## src/rtl/fjs_pkg.sv

```systemverilog
package fjs_pkg;

  localparam int CHANNEL_W    = 3;
  localparam int CHANNELS_DEF = 7;
  localparam int QUEUE_DEPTH  = 4;

  localparam logic [9:0]  US_TO_NS = 10'd1000;
  localparam logic [62:0] MAG_MAX  = {63{1'b1}};
  localparam logic [63:0] MIN_INIT = {64{1'b1}};

  typedef enum logic {
    REQ_RECORD = 1'b0,
    REQ_TAKE   = 1'b1
  } req_kind_t;

  typedef enum logic {
    RES_LOG  = 1'b0,
    RES_SNAP = 1'b1
  } res_kind_t;

  typedef struct packed {
    logic                 req_type;
    logic [CHANNEL_W-1:0] channel;
    logic [63:0]          host_time_ns;
    logic [15:0]          frame_size;
    logic [31:0]          rx_stamp_us;
    logic                 stamp_present;
  } fjs_req_t;

  typedef struct packed {
    logic                 result_kind;
    logic [CHANNEL_W-1:0] result_channel;
    logic [63:0]          elapsed_ns;
    logic [63:0]          host_gap_ns;
    logic [41:0]          stamp_gap_ns;
    logic signed [63:0]   jitter_ns;
    logic [63:0]          frame_count;
    logic [63:0]          byte_count;
    logic [63:0]          gap_min_ns;
    logic [63:0]          gap_max_ns;
    logic [63:0]          gap_sum_ns;
    logic [62:0]          jitter_mag_sum_ns;
  } fjs_result_t;

  // classified transaction as it sits in the queue
  typedef struct packed {
    logic                 take;
    logic [CHANNEL_W-1:0] channel;
    logic                 ch_ok;
    logic [63:0]          elapsed;
    logic [63:0]          host_time;
    logic [15:0]          frame_size;
    logic [31:0]          hw_ts;
    logic                 has_hw;
  } fjs_entry_t;

  typedef struct packed {
    logic       empty;
    fjs_entry_t head;
  } fjs_qstat_t;

  // operation carried down the back pipeline, filled in stage by stage
  typedef struct packed {
    logic                 take;
    logic [CHANNEL_W-1:0] channel;
    logic                 ch_ok;
    logic [63:0]          elapsed;
    logic [15:0]          frame_size;
    logic                 do_int;
    logic                 do_jit;
    logic [63:0]          host_delta;
    logic [31:0]          hw_diff;
    logic [41:0]          hw_delta;
    logic [63:0]          jitter;
    logic [62:0]          mag;
  } fjs_op_t;

endpackage

```

## src/rtl/fjs_front.sv

```systemverilog
module fjs_front #(
  parameter int CHANNELS = fjs_pkg::CHANNELS_DEF
) (
  input  logic               req_valid,
  output logic               req_stall,
  input  fjs_pkg::fjs_req_t  req,
  input  logic [63:0]        start_time_ns,
  input  logic               q_full,
  output logic               push,
  output fjs_pkg::fjs_entry_t entry
);
  import fjs_pkg::*;

  assign req_stall = q_full;
  assign push      = req_valid && !q_full;

  always_comb begin
    entry            = '0;
    entry.take       = (req.req_type == REQ_TAKE);
    entry.channel    = req.channel;
    entry.ch_ok      = ({{(32 - CHANNEL_W){1'b0}}, req.channel} < 32'(CHANNELS));
    entry.elapsed    = req.host_time_ns - start_time_ns;
    entry.host_time  = req.host_time_ns;
    entry.frame_size = req.frame_size;
    entry.hw_ts      = req.rx_stamp_us;
    entry.has_hw     = req.stamp_present;
  end

endmodule

```

## config.mk

```make
export PLATFORM = sky130hd
export DESIGN_NAME = fjs_front
export DESIGN_NICKNAME = d
export VERILOG_FILES = /design/src/rtl/fjs_pkg.sv /design/src/rtl/fjs_front.sv
export SDC_FILE = /design/constraint.sdc
export NUM_CORES = 1
export LEC_CHECK = 0
export BUFFER_PORTS_ARGS = -buffer_cell sky130_fd_sc_hd__buf_2
export CAP_MARGIN = 5
export CORE_AREA = 3 3 143 145
export DETAILED_ROUTE_END_ITERATION = 10
export DIE_AREA = 0 0 146 148
export PLACE_DENSITY = 0.53
export SYNTH_ARGS = -nofsm -noshare
export SYNTH_HDL_FRONTEND = slang
export SYNTH_SLANG_ARGS = --single-unit
```

## constraint.sdc

```tcl
create_clock -name vclk -period 2.97
set_input_delay 0.1485 -clock vclk [all_inputs]
set_output_delay 0.1485 -clock vclk [all_outputs]
set_load 0.005 [all_outputs]
```

==> reports/results.txt <==
top sig layer: met5
Max Cap Viol: 0
Routed WL: 18900 µm
largest net degree at the start of global routing: 13
row cnt: 51
Place WS: -173 ps
average cell area after synthesis: 6.65 µm²
Worst Setup Start Kind: input port
CP arrival: 2770 ps
outcome: complete, no violations
Metal-1 WL: 7950 µm
Reg area: 0 µm²
Fin Setup TNS: 0 ps
gpl congestion: 0.839
Post-DRT Antenna Nets: 0
biggest area consumer among synthesized cells: buf_4
unrepaired setup endpoints after global routing: yes
setup violators final: 0
# clk buffers: 0
initial cell density of the core: 27.1%
Slew Limit Fails: 0
Residual DRC: 0
via count: 5869
Rel. slew slack: 57.5%
WL met3: 1420 µm
WL met2: 9360 µm
Peak VDD IR: 0.112 mV
CORE AREA: 19300 µm²
crit path setup slack, layout: 52.5 ps
Hold EP: entry[12]
worst min path class: in -> out
Synth cell types: 61
Tmin final: 2920 ps
Synth top cells by count: 118 x buf_4, 83 x inv_1, 81 x a21oi_1, 63 x ha_1, 53 x nand2_1
gr usage total: 16.1%
PwrDens: 237 nW/µm²
Seq cells: 0
final hold vios: 0
Post-CTS Hold Fix Bufs: 0
Mapped Area: 5240 µm²
Syn. warnings: 0
Critical Path End Type: output pin
kind of critical path: in -> out
die area: 21600 µm²
initial DRC count: 192
P&R area growth vs syn: 24.7%
Fin Hold WS: 297 ps
DR WL/cell: 15.4 µm
Nets: 1210
I/O pin total: 367
Yosys top cell area share: 16.9%
Placed Cells: 1218
GRT Residual Overflow: 0
register area share after synthesis: 0%
port bufs: 267
fin util: 33.8%
Die Ht: 148 µm
non-filler instance count after layout: 1227
share of layout cells above drive strength 1: 37.8%
CP max FO: 3
synthesized instance count: 787
synth top area cells: buf_4 17%, ha_1 15%, a21oi_1 7.7%
Worst Tran Pin Value: 629 ps
leakage power: 3.44 nW
initial antenna violation count: 1
DR pass1 iterations: 8
Post-Syn Nets: 1034
hold path depth: 0
most numerous cell in the Yosys netlist: buf_4
vias in the first global route: 5656
hpwl dp: 16700 µm
die width: 146 µm
Fmax: 343 MHz
CP required: 2820 ps
hold path startpoint: req[12]
Vias/cell: 4.78
fin crit share: 98.2%
first-pass GRT wire length: 29100 µm
[timing repair]
item | 4_1_cts | 5_1_grt
pin swaps | 9 | 20
endpoints found under the setup margin | 14 | 24
gates resized for setup | 13 | 27
buffers inserted | 3 | 6
[through the flow]
stage / area, µm² / total power [mW]
2_1_floorplan: 5240 / 0.946
3_3_place_gp: 6250 / 1.48
3_5_place_dp: 6250 / 1.48
4_1_cts: 6340 / 1.51
5_1_grt: 6530 / 1.71
6_report: 6530 / 1.55
[power breakdown]
part           switching [mW]  internal, mW
registers                   0             0
logic                   0.847         0.698
clock network               0  0.0000000452
total                   0.847         0.698
[worst max-delay path, cell delays in order]
cell	delay, ps
buf_2	100
inv_1	50
ha_1	280
nor2b_1	150
o31a_1	330
o21ai_4	240
a2111oi_4	120
o2111ai_2	250
nand2_2	100
a211o_1	350
buf_4	170
nor4_2	250
a2111oi_4	80
buf_2	170
[layout by cell type (no fill, tap or decap), types with 3 or more instances in the layout]
cell	n
nor4_1	3
xor2_1	25
buf_4	53
nand3_1	12
buf_2	265
nor3_1	8
a2111oi_4	5
a21oi_2	6
ha_1	61
nor2b_1	10
o21bai_1	20
nor2_1	42
inv_1	82
xnor2_1	33
o211ai_1	4
a21oi_1	77
and4_1	4
o21a_1	8
o21ai_1	10
and3_1	4
a21o_1	38
nand2b_1	9
a31oi_1	7
o21ai_0	31
o2111ai_1	3
and2_1	5
nand4_1	24
or3_1	3
nand2_1	52
[area by class of cell]
| type | count | area [µm²] |
|---|---|---|
| antenna | 1 | 2.50 |
| fill | 2224 | 12800 |
| inverter | 83 | 314 |
| multi-input combinational | 558 | 4130 |
| tap | 265 | 332 |
| timing repair buffer | 320 | 1750 |
[cell families (layout without fill, tap and decap cells)]
family | Yosys count | count (layout) | synth area share, %
xor+xnor | 58 | 58 | 9.70
compound gates | 247 | 247 | 31.9
buf+inv | 229 | 403 | 25.0
other cells | 0 | 1 | 0
fa+ha+maj | 64 | 64 | 15.4
simple gates | 189 | 189 | 17.9
[worst max-delay path by stage]
stage                          start    endpoint  depth (start not counted)
finish              start_time_ns[1]  entry[156]                         14
global route        start_time_ns[0]  entry[167]                         13
CTS                          req[49]  entry[167]                         14
detailed placement           req[49]  entry[175]                         15
global placement             req[49]  entry[153]                         14
floorplan                    req[49]  entry[167]                         12
[per-layer routing]
layer	GRT usage, %	vias up
li1	-	2990
met1	20.2	2634
met2	29.7	225
met3	2.79	18
met4	1.65	2
met5	0	-
(Power assumes the default switching activity.)
