===== src/rtl/fjs_pkg.sv =====
package fjs_pkg;

  localparam int CHANNEL_W    = 3;
  localparam int CHANNELS_DEF = 7;
  localparam int QUEUE_DEPTH  = 4;

  localparam logic [9:0]  US_TO_NS = 10'd1000;
  localparam logic [62:0] MAG_MAX  = {63{1'b1}};
  localparam logic [63:0] MIN_INIT = {64{1'b1}};

  typedef enum logic {
    REQ_RECORD = 1'b0,
    REQ_TAKE   = 1'b1
  } req_kind_t;

  typedef enum logic {
    RES_LOG  = 1'b0,
    RES_SNAP = 1'b1
  } res_kind_t;

  typedef struct packed {
    logic                 req_type;
    logic [CHANNEL_W-1:0] channel;
    logic [63:0]          host_time_ns;
    logic [15:0]          frame_size;
    logic [31:0]          rx_stamp_us;
    logic                 stamp_present;
  } fjs_req_t;

  typedef struct packed {
    logic                 result_kind;
    logic [CHANNEL_W-1:0] result_channel;
    logic [63:0]          elapsed_ns;
    logic [63:0]          host_gap_ns;
    logic [41:0]          stamp_gap_ns;
    logic signed [63:0]   jitter_ns;
    logic [63:0]          frame_count;
    logic [63:0]          byte_count;
    logic [63:0]          gap_min_ns;
    logic [63:0]          gap_max_ns;
    logic [63:0]          gap_sum_ns;
    logic [62:0]          jitter_mag_sum_ns;
  } fjs_result_t;

  // classified transaction as it sits in the queue
  typedef struct packed {
    logic                 take;
    logic [CHANNEL_W-1:0] channel;
    logic                 ch_ok;
    logic [63:0]          elapsed;
    logic [63:0]          host_time;
    logic [15:0]          frame_size;
    logic [31:0]          hw_ts;
    logic                 has_hw;
  } fjs_entry_t;

  typedef struct packed {
    logic       empty;
    fjs_entry_t head;
  } fjs_qstat_t;

  // operation carried down the back pipeline, filled in stage by stage
  typedef struct packed {
    logic                 take;
    logic [CHANNEL_W-1:0] channel;
    logic                 ch_ok;
    logic [63:0]          elapsed;
    logic [15:0]          frame_size;
    logic                 do_int;
    logic                 do_jit;
    logic [63:0]          host_delta;
    logic [31:0]          hw_diff;
    logic [41:0]          hw_delta;
    logic [63:0]          jitter;
    logic [62:0]          mag;
  } fjs_op_t;

endpackage


===== src/rtl/fjs_queue.sv =====
module fjs_queue (
  input  logic                clk,
  input  logic                rst,
  input  logic                push,
  input  fjs_pkg::fjs_entry_t entry,
  input  logic                pop,
  output logic                full,
  output fjs_pkg::fjs_qstat_t qs
);
  import fjs_pkg::*;

  localparam int PTR_W = $clog2(QUEUE_DEPTH);
  localparam int CNT_W = $clog2(QUEUE_DEPTH + 1);

  fjs_entry_t       slots [QUEUE_DEPTH];
  logic [PTR_W-1:0] wr_ptr;
  logic [PTR_W-1:0] rd_ptr;
  logic [CNT_W-1:0] count;

  assign full = (count == CNT_W'(QUEUE_DEPTH));
  assign qs   = {(count == '0), slots[rd_ptr]};

  always_ff @(posedge clk) begin
    if (rst) begin
      wr_ptr <= '0;
      rd_ptr <= '0;
      count  <= '0;
    end else begin
      if (push) begin
        wr_ptr <= wr_ptr + 1'b1;
      end
      if (pop) begin
        rd_ptr <= rd_ptr + 1'b1;
      end
      if (push && !pop) begin
        count <= count + 1'b1;
      end else if (pop && !push) begin
        count <= count - 1'b1;
      end
    end
  end

  always_ff @(posedge clk) begin
    if (push) begin
      slots[wr_ptr] <= entry;
    end
  end

endmodule


===== config.mk =====
export PLATFORM = sky130hd
export DESIGN_NAME = fjs_queue
export DESIGN_NICKNAME = d
export VERILOG_FILES = /design/src/rtl/fjs_pkg.sv /design/src/rtl/fjs_queue.sv
export SDC_FILE = /design/constraint.sdc
export NUM_CORES = 1
export LEC_CHECK = 0
export BUFFER_PORTS_ARGS = -buffer_cell sky130_fd_sc_hd__buf_2
export CAP_MARGIN = 5
export CORE_MARGIN = 2
export CORE_UTILIZATION = 35
export DETAILED_ROUTE_END_ITERATION = 7
export PLACE_DENSITY = 0.63
export SLEW_MARGIN = 15
export SYNTH_ARGS = -nofsm -noshare
export SYNTH_HDL_FRONTEND = slang
export SYNTH_SLANG_ARGS = --single-unit

===== constraint.sdc =====
create_clock -name clk -period 11.9 [get_ports clk]
set_input_delay 1.19 -clock clk [delete_from_list [all_inputs] [get_ports clk]]
set_output_delay 1.19 -clock clk [all_outputs]
set_load 0.1 [all_outputs]

==> impl_metrics.prom <==
# TYPE chip_impl_metric gauge
chip_impl_info{name="outcome",value="finished clean"} 1
chip_impl_metric{name="worst_rel_slew_slack",unit="%"} 29.1
chip_impl_metric{name="finClkSkew",unit="ns"} 0.0122
chip_impl_metric{name="total_placed_instance_area",unit="µm²"} 29600
chip_impl_metric{name="fp.dieArea",unit="µm²"} 78500
chip_impl_metric{name="max_freq",unit="MHz"} 214
chip_impl_metric{name="maximum_number_of_pins_on_one_net_before_global_route_repair",unit=""} 95
chip_impl_metric{name="design.final.nets",unit=""} 1611
chip_impl_info{name="cts_root_buf",value="clkbuf_16"} 1
chip_impl_metric{name="critical_path_peak_fanout",unit=""} 64
chip_impl_metric{name="worst_ep_arrival_time",unit="ns"} 3.48
chip_impl_metric{name="synthDistinctLibCells",unit=""} 21
chip_impl_metric{name="dr.first_iter.drc_count",unit=""} 679
chip_impl_metric{name="power.density",unit="nW/µm²"} 204
chip_impl_metric{name="cts_inserted_buffers",unit=""} 80
chip_impl_metric{name="placeableCoreArea",unit="µm²"} 75700
chip_impl_metric{name="period_needed",unit="ns"} 4.67
chip_impl_metric{name="routabilityCongestion",unit=""} 0.723
chip_impl_metric{name="standard_cell_row_count",unit=""} 101
chip_impl_metric{name="post_cts_sizing",unit=""} 0
chip_impl_info{name="worst_min_delay_path_category",value="reg2reg"} 1
chip_impl_metric{name="synth.ff_latch_count",unit=""} 737
chip_impl_metric{name="cts.sink_count",unit=""} 737
chip_impl_metric{name="final.setup.tns",unit="ns"} 0
chip_impl_metric{name="detail_route.wl_per_cell",unit="µm"} 22.2
chip_impl_metric{name="cts.path.max_buffers",unit=""} 3
chip_impl_metric{name="vias_per_cell",unit=""} 4.85
chip_impl_metric{name="cts.clk_slew.worst_paths",unit="ns"} 0.06
chip_impl_metric{name="ir_drop",unit="mV"} 0.136
chip_impl_info{name="tritoncts_clock_tree",value="yes"} 1
chip_impl_metric{name="pre_cts_ws",unit="ns"} 7.73
chip_impl_metric{name="synth_cells",unit=""} 994
chip_impl_metric{name="postSynthNetCount",unit=""} 1186
chip_impl_info{name="critical_path.endpoint_type",value="output port"} 1
chip_impl_info{name="unrepaired_setup_endpoints_after_global_routing",value="no"} 1
chip_impl_metric{name="cts.repair_timing.setup_buffer_count",unit=""} 0
chip_impl_metric{name="boundaryPins",unit=""} 370
chip_impl_metric{name="ys_warn_count",unit=""} 0
chip_impl_metric{name="worstMarginPinSlew",unit="ns"} 1.06
chip_impl_metric{name="timing.final.crit_share",unit="%"} 39.2
chip_impl_metric{name="place.port_buffers",unit=""} 369
chip_impl_metric{name="final_max_slew_viol_count",unit=""} 0
chip_impl_metric{name="post_route_cells_drive_above_1_share",unit="%"} 46.2
chip_impl_metric{name="setup_slack",unit="ns"} 7.23
chip_impl_metric{name="total_leakage_power",unit="nW"} 10.6
chip_impl_metric{name="final_hold_viol_count",unit=""} 0
chip_impl_metric{name="synth.avg_cell_area",unit="µm²"} 26.9
chip_impl_metric{name="dp_hpwl",unit="µm"} 31900
chip_impl_metric{name="finalSetupViolations",unit=""} 0
chip_impl_info{name="timing.critical_path.from_type",value="flip-flop"} 1
chip_impl_metric{name="antenna_violations_before_repair",unit=""} 18
chip_impl_metric{name="dieWidth",unit="µm"} 280
chip_impl_metric{name="vias",unit=""} 12000
chip_impl_metric{name="post-route-drc-count",unit=""} 0
chip_impl_metric{name="ctsHoldBuffers",unit=""} 0
chip_impl_info{name="setup.worst_path.class",value="reg2out"} 1
chip_impl_metric{name="total_wirelength",unit="µm"} 54700
chip_impl_metric{name="fin_area",unit="µm²"} 32100
chip_impl_metric{name="synth_edf_count",unit=""} 728
chip_impl_metric{name="cap_violations",unit=""} 0
chip_impl_metric{name="grt_pass1_vias",unit=""} 12900
chip_impl_metric{name="cts.htree.levels",unit=""} 3
chip_impl_metric{name="die_h",unit="µm"} 280
chip_impl_metric{name="cp_data_required_time",unit="ns"} 10.71
chip_impl_info{name="yosys_most_used_dff",value="edfxtp_1"} 1
chip_impl_metric{name="postSynth.asyncResetShare",unit="%"} 0
chip_impl_metric{name="post-synth-top-area-fraction",unit="%"} 81.9
chip_impl_metric{name="clk_latency",unit="ns"} 0.61
chip_impl_metric{name="ant_nets",unit=""} 0
chip_impl_metric{name="postLayoutCoreUtil",unit="%"} 42.4
chip_impl_metric{name="grt_overflow",unit=""} 0
chip_impl_metric{name="mappedNetlistArea",unit="µm²"} 26700
chip_impl_metric{name="grt_usage",unit="%"} 13.7
chip_impl_metric{name="initial_core_util",unit="%"} 35.3
chip_impl_metric{name="ys_seq_area_share",unit="%"} 82.5
chip_impl_info{name="synth_top_cell_by_area",value="edfxtp_1"} 1
chip_impl_metric{name="area.growth.synth_to_final",unit="%"} 20.2
chip_impl_info{name="post_synth_main_area_contributors",value="edfxtp_1 (82%), mux4_2 (15%), buf_6 (0.84%), dfxtp_1 (0.67%), ha_1 (0.23%)"} 1
chip_impl_metric{name="first_pass_iters",unit=""} 4
chip_impl_metric{name="grt_first_pass_wirelength",unit="µm"} 80100
==> area by class of cell <==
class / count / area, µm²
Timing Repair Buffer: 384 / 1980
Sequential cell: 737 / 22000
Clock buffer: 96 / 2100
Fill cell: 6446 / 43600
Inverter: 4 / 15.0
Multi-Input combinational cell: 212 / 4340
Antenna cell: 3 / 7.51
Tap cell: 978 / 1220
Clock inverter: 51 / 377
==> per-stage QoR <==
step | instances | power (W) | hold slack, ns
6_report | 2465 | 0.00654 | 0.517
5_1_grt | 2465 | 0.00677 | 0.550
4_1_cts | 2462 | 0.00664 | 0.515
3_5_place_dp | 2315 | 0.00429 | 0.506
3_3_place_gp | 2315 | 0.00427 | 0.481
2_1_floorplan | 994 | 0.00408 | 0.466
==> synthesized netlist by cell type, types with 2 or more instances <==
master / n
buf_2: 12
nor2_1: 7
xor2_1: 3
mux4_2: 182
mux2i_1: 2
edfxtp_1: 728
xnor2_1: 2
buf_6: 20
clkbuf_1: 8
and2_1: 4
inv_1: 4
ha_1: 5
dfxtp_1: 9
==> flip-flops by register name, summed over array words and instances (netlist names), named ones only <==
name / cells
count: 3
wr_ptr: 2
slots: 728
rd_ptr: 2
==> routing by layer <==
| layer | GRT usage (%) | up-vias | routed length [µm] |
|---|---|---|---|
| li1 | - | 5177 | - |
| met1 | 16.7 | 6271 | 21600 |
| met2 | 22.1 | 359 | 26600 |
| met3 | 5.33 | 116 | 4830 |
| met4 | 5.29 | 30 | 1440 |
| met5 | 0 | - | 194 |
==> critical path, stage by stage (launching register included) <==
cell	delay (ns)
dfxtp_4	1.00
buf_4	0.90
mux4_2	0.40
buf_2	0.44
==> cell families after synthesis <==
logic type	Yosys count	share of synthesized area (%)
mux	184	15.4
flops	737	82.5
buf+inv	45	1.26
compound gates	2	0.0374
simple gates	15	0.276
fa+ha+maj	6	0.309
xor+xnor	5	0.164
==> path summary, 6_finish.rpt <==
| kind | startpoint | end | slack, ns | cells past startpoint |
|---|---|---|---|---|
| worst min-delay path | count[2] | count[2] | 0.52 | 2 |
| worst min register to register | count[2] | count[2] | 0.52 | 2 |
| worst max register to register | wr_ptr[0] | slots[2][67] | 8.94 | 5 |
| worst max-delay path | flip-flop | qs[62] | 7.23 | 3 |
==> power breakdown <==
group	leakage, nW	total [W]	internal (W)	switching, W
combinational	2.66	0.00119	0.000235	0.000954
sequential	6.76	0.00303	0.00299	0.0000422
clock	1.19	0.00233	0.00135	0.000976
==> placed cells by master, fill, tap and decap left out, types with 3 or more instances in the layout <==
| cell type | n |
|---|---|
| edfxtp_1 | 728 |
| clkinvlp_4 | 9 |
| nor2_1 | 7 |
| dfxtp_1 | 7 |
| clkinv_2 | 15 |
| buf_2 | 369 |
| bufinv_16 | 4 |
| inv_1 | 4 |
| diode_2 | 3 |
| ha_1 | 5 |
| mux4_2 | 182 |
| buf_4 | 13 |
| clkinv_1 | 19 |
| clkbuf_1 | 14 |
| and2_4 | 4 |
| xor2_1 | 3 |
| clkbuf_16 | 82 |
(Power assumes the default switching activity.)
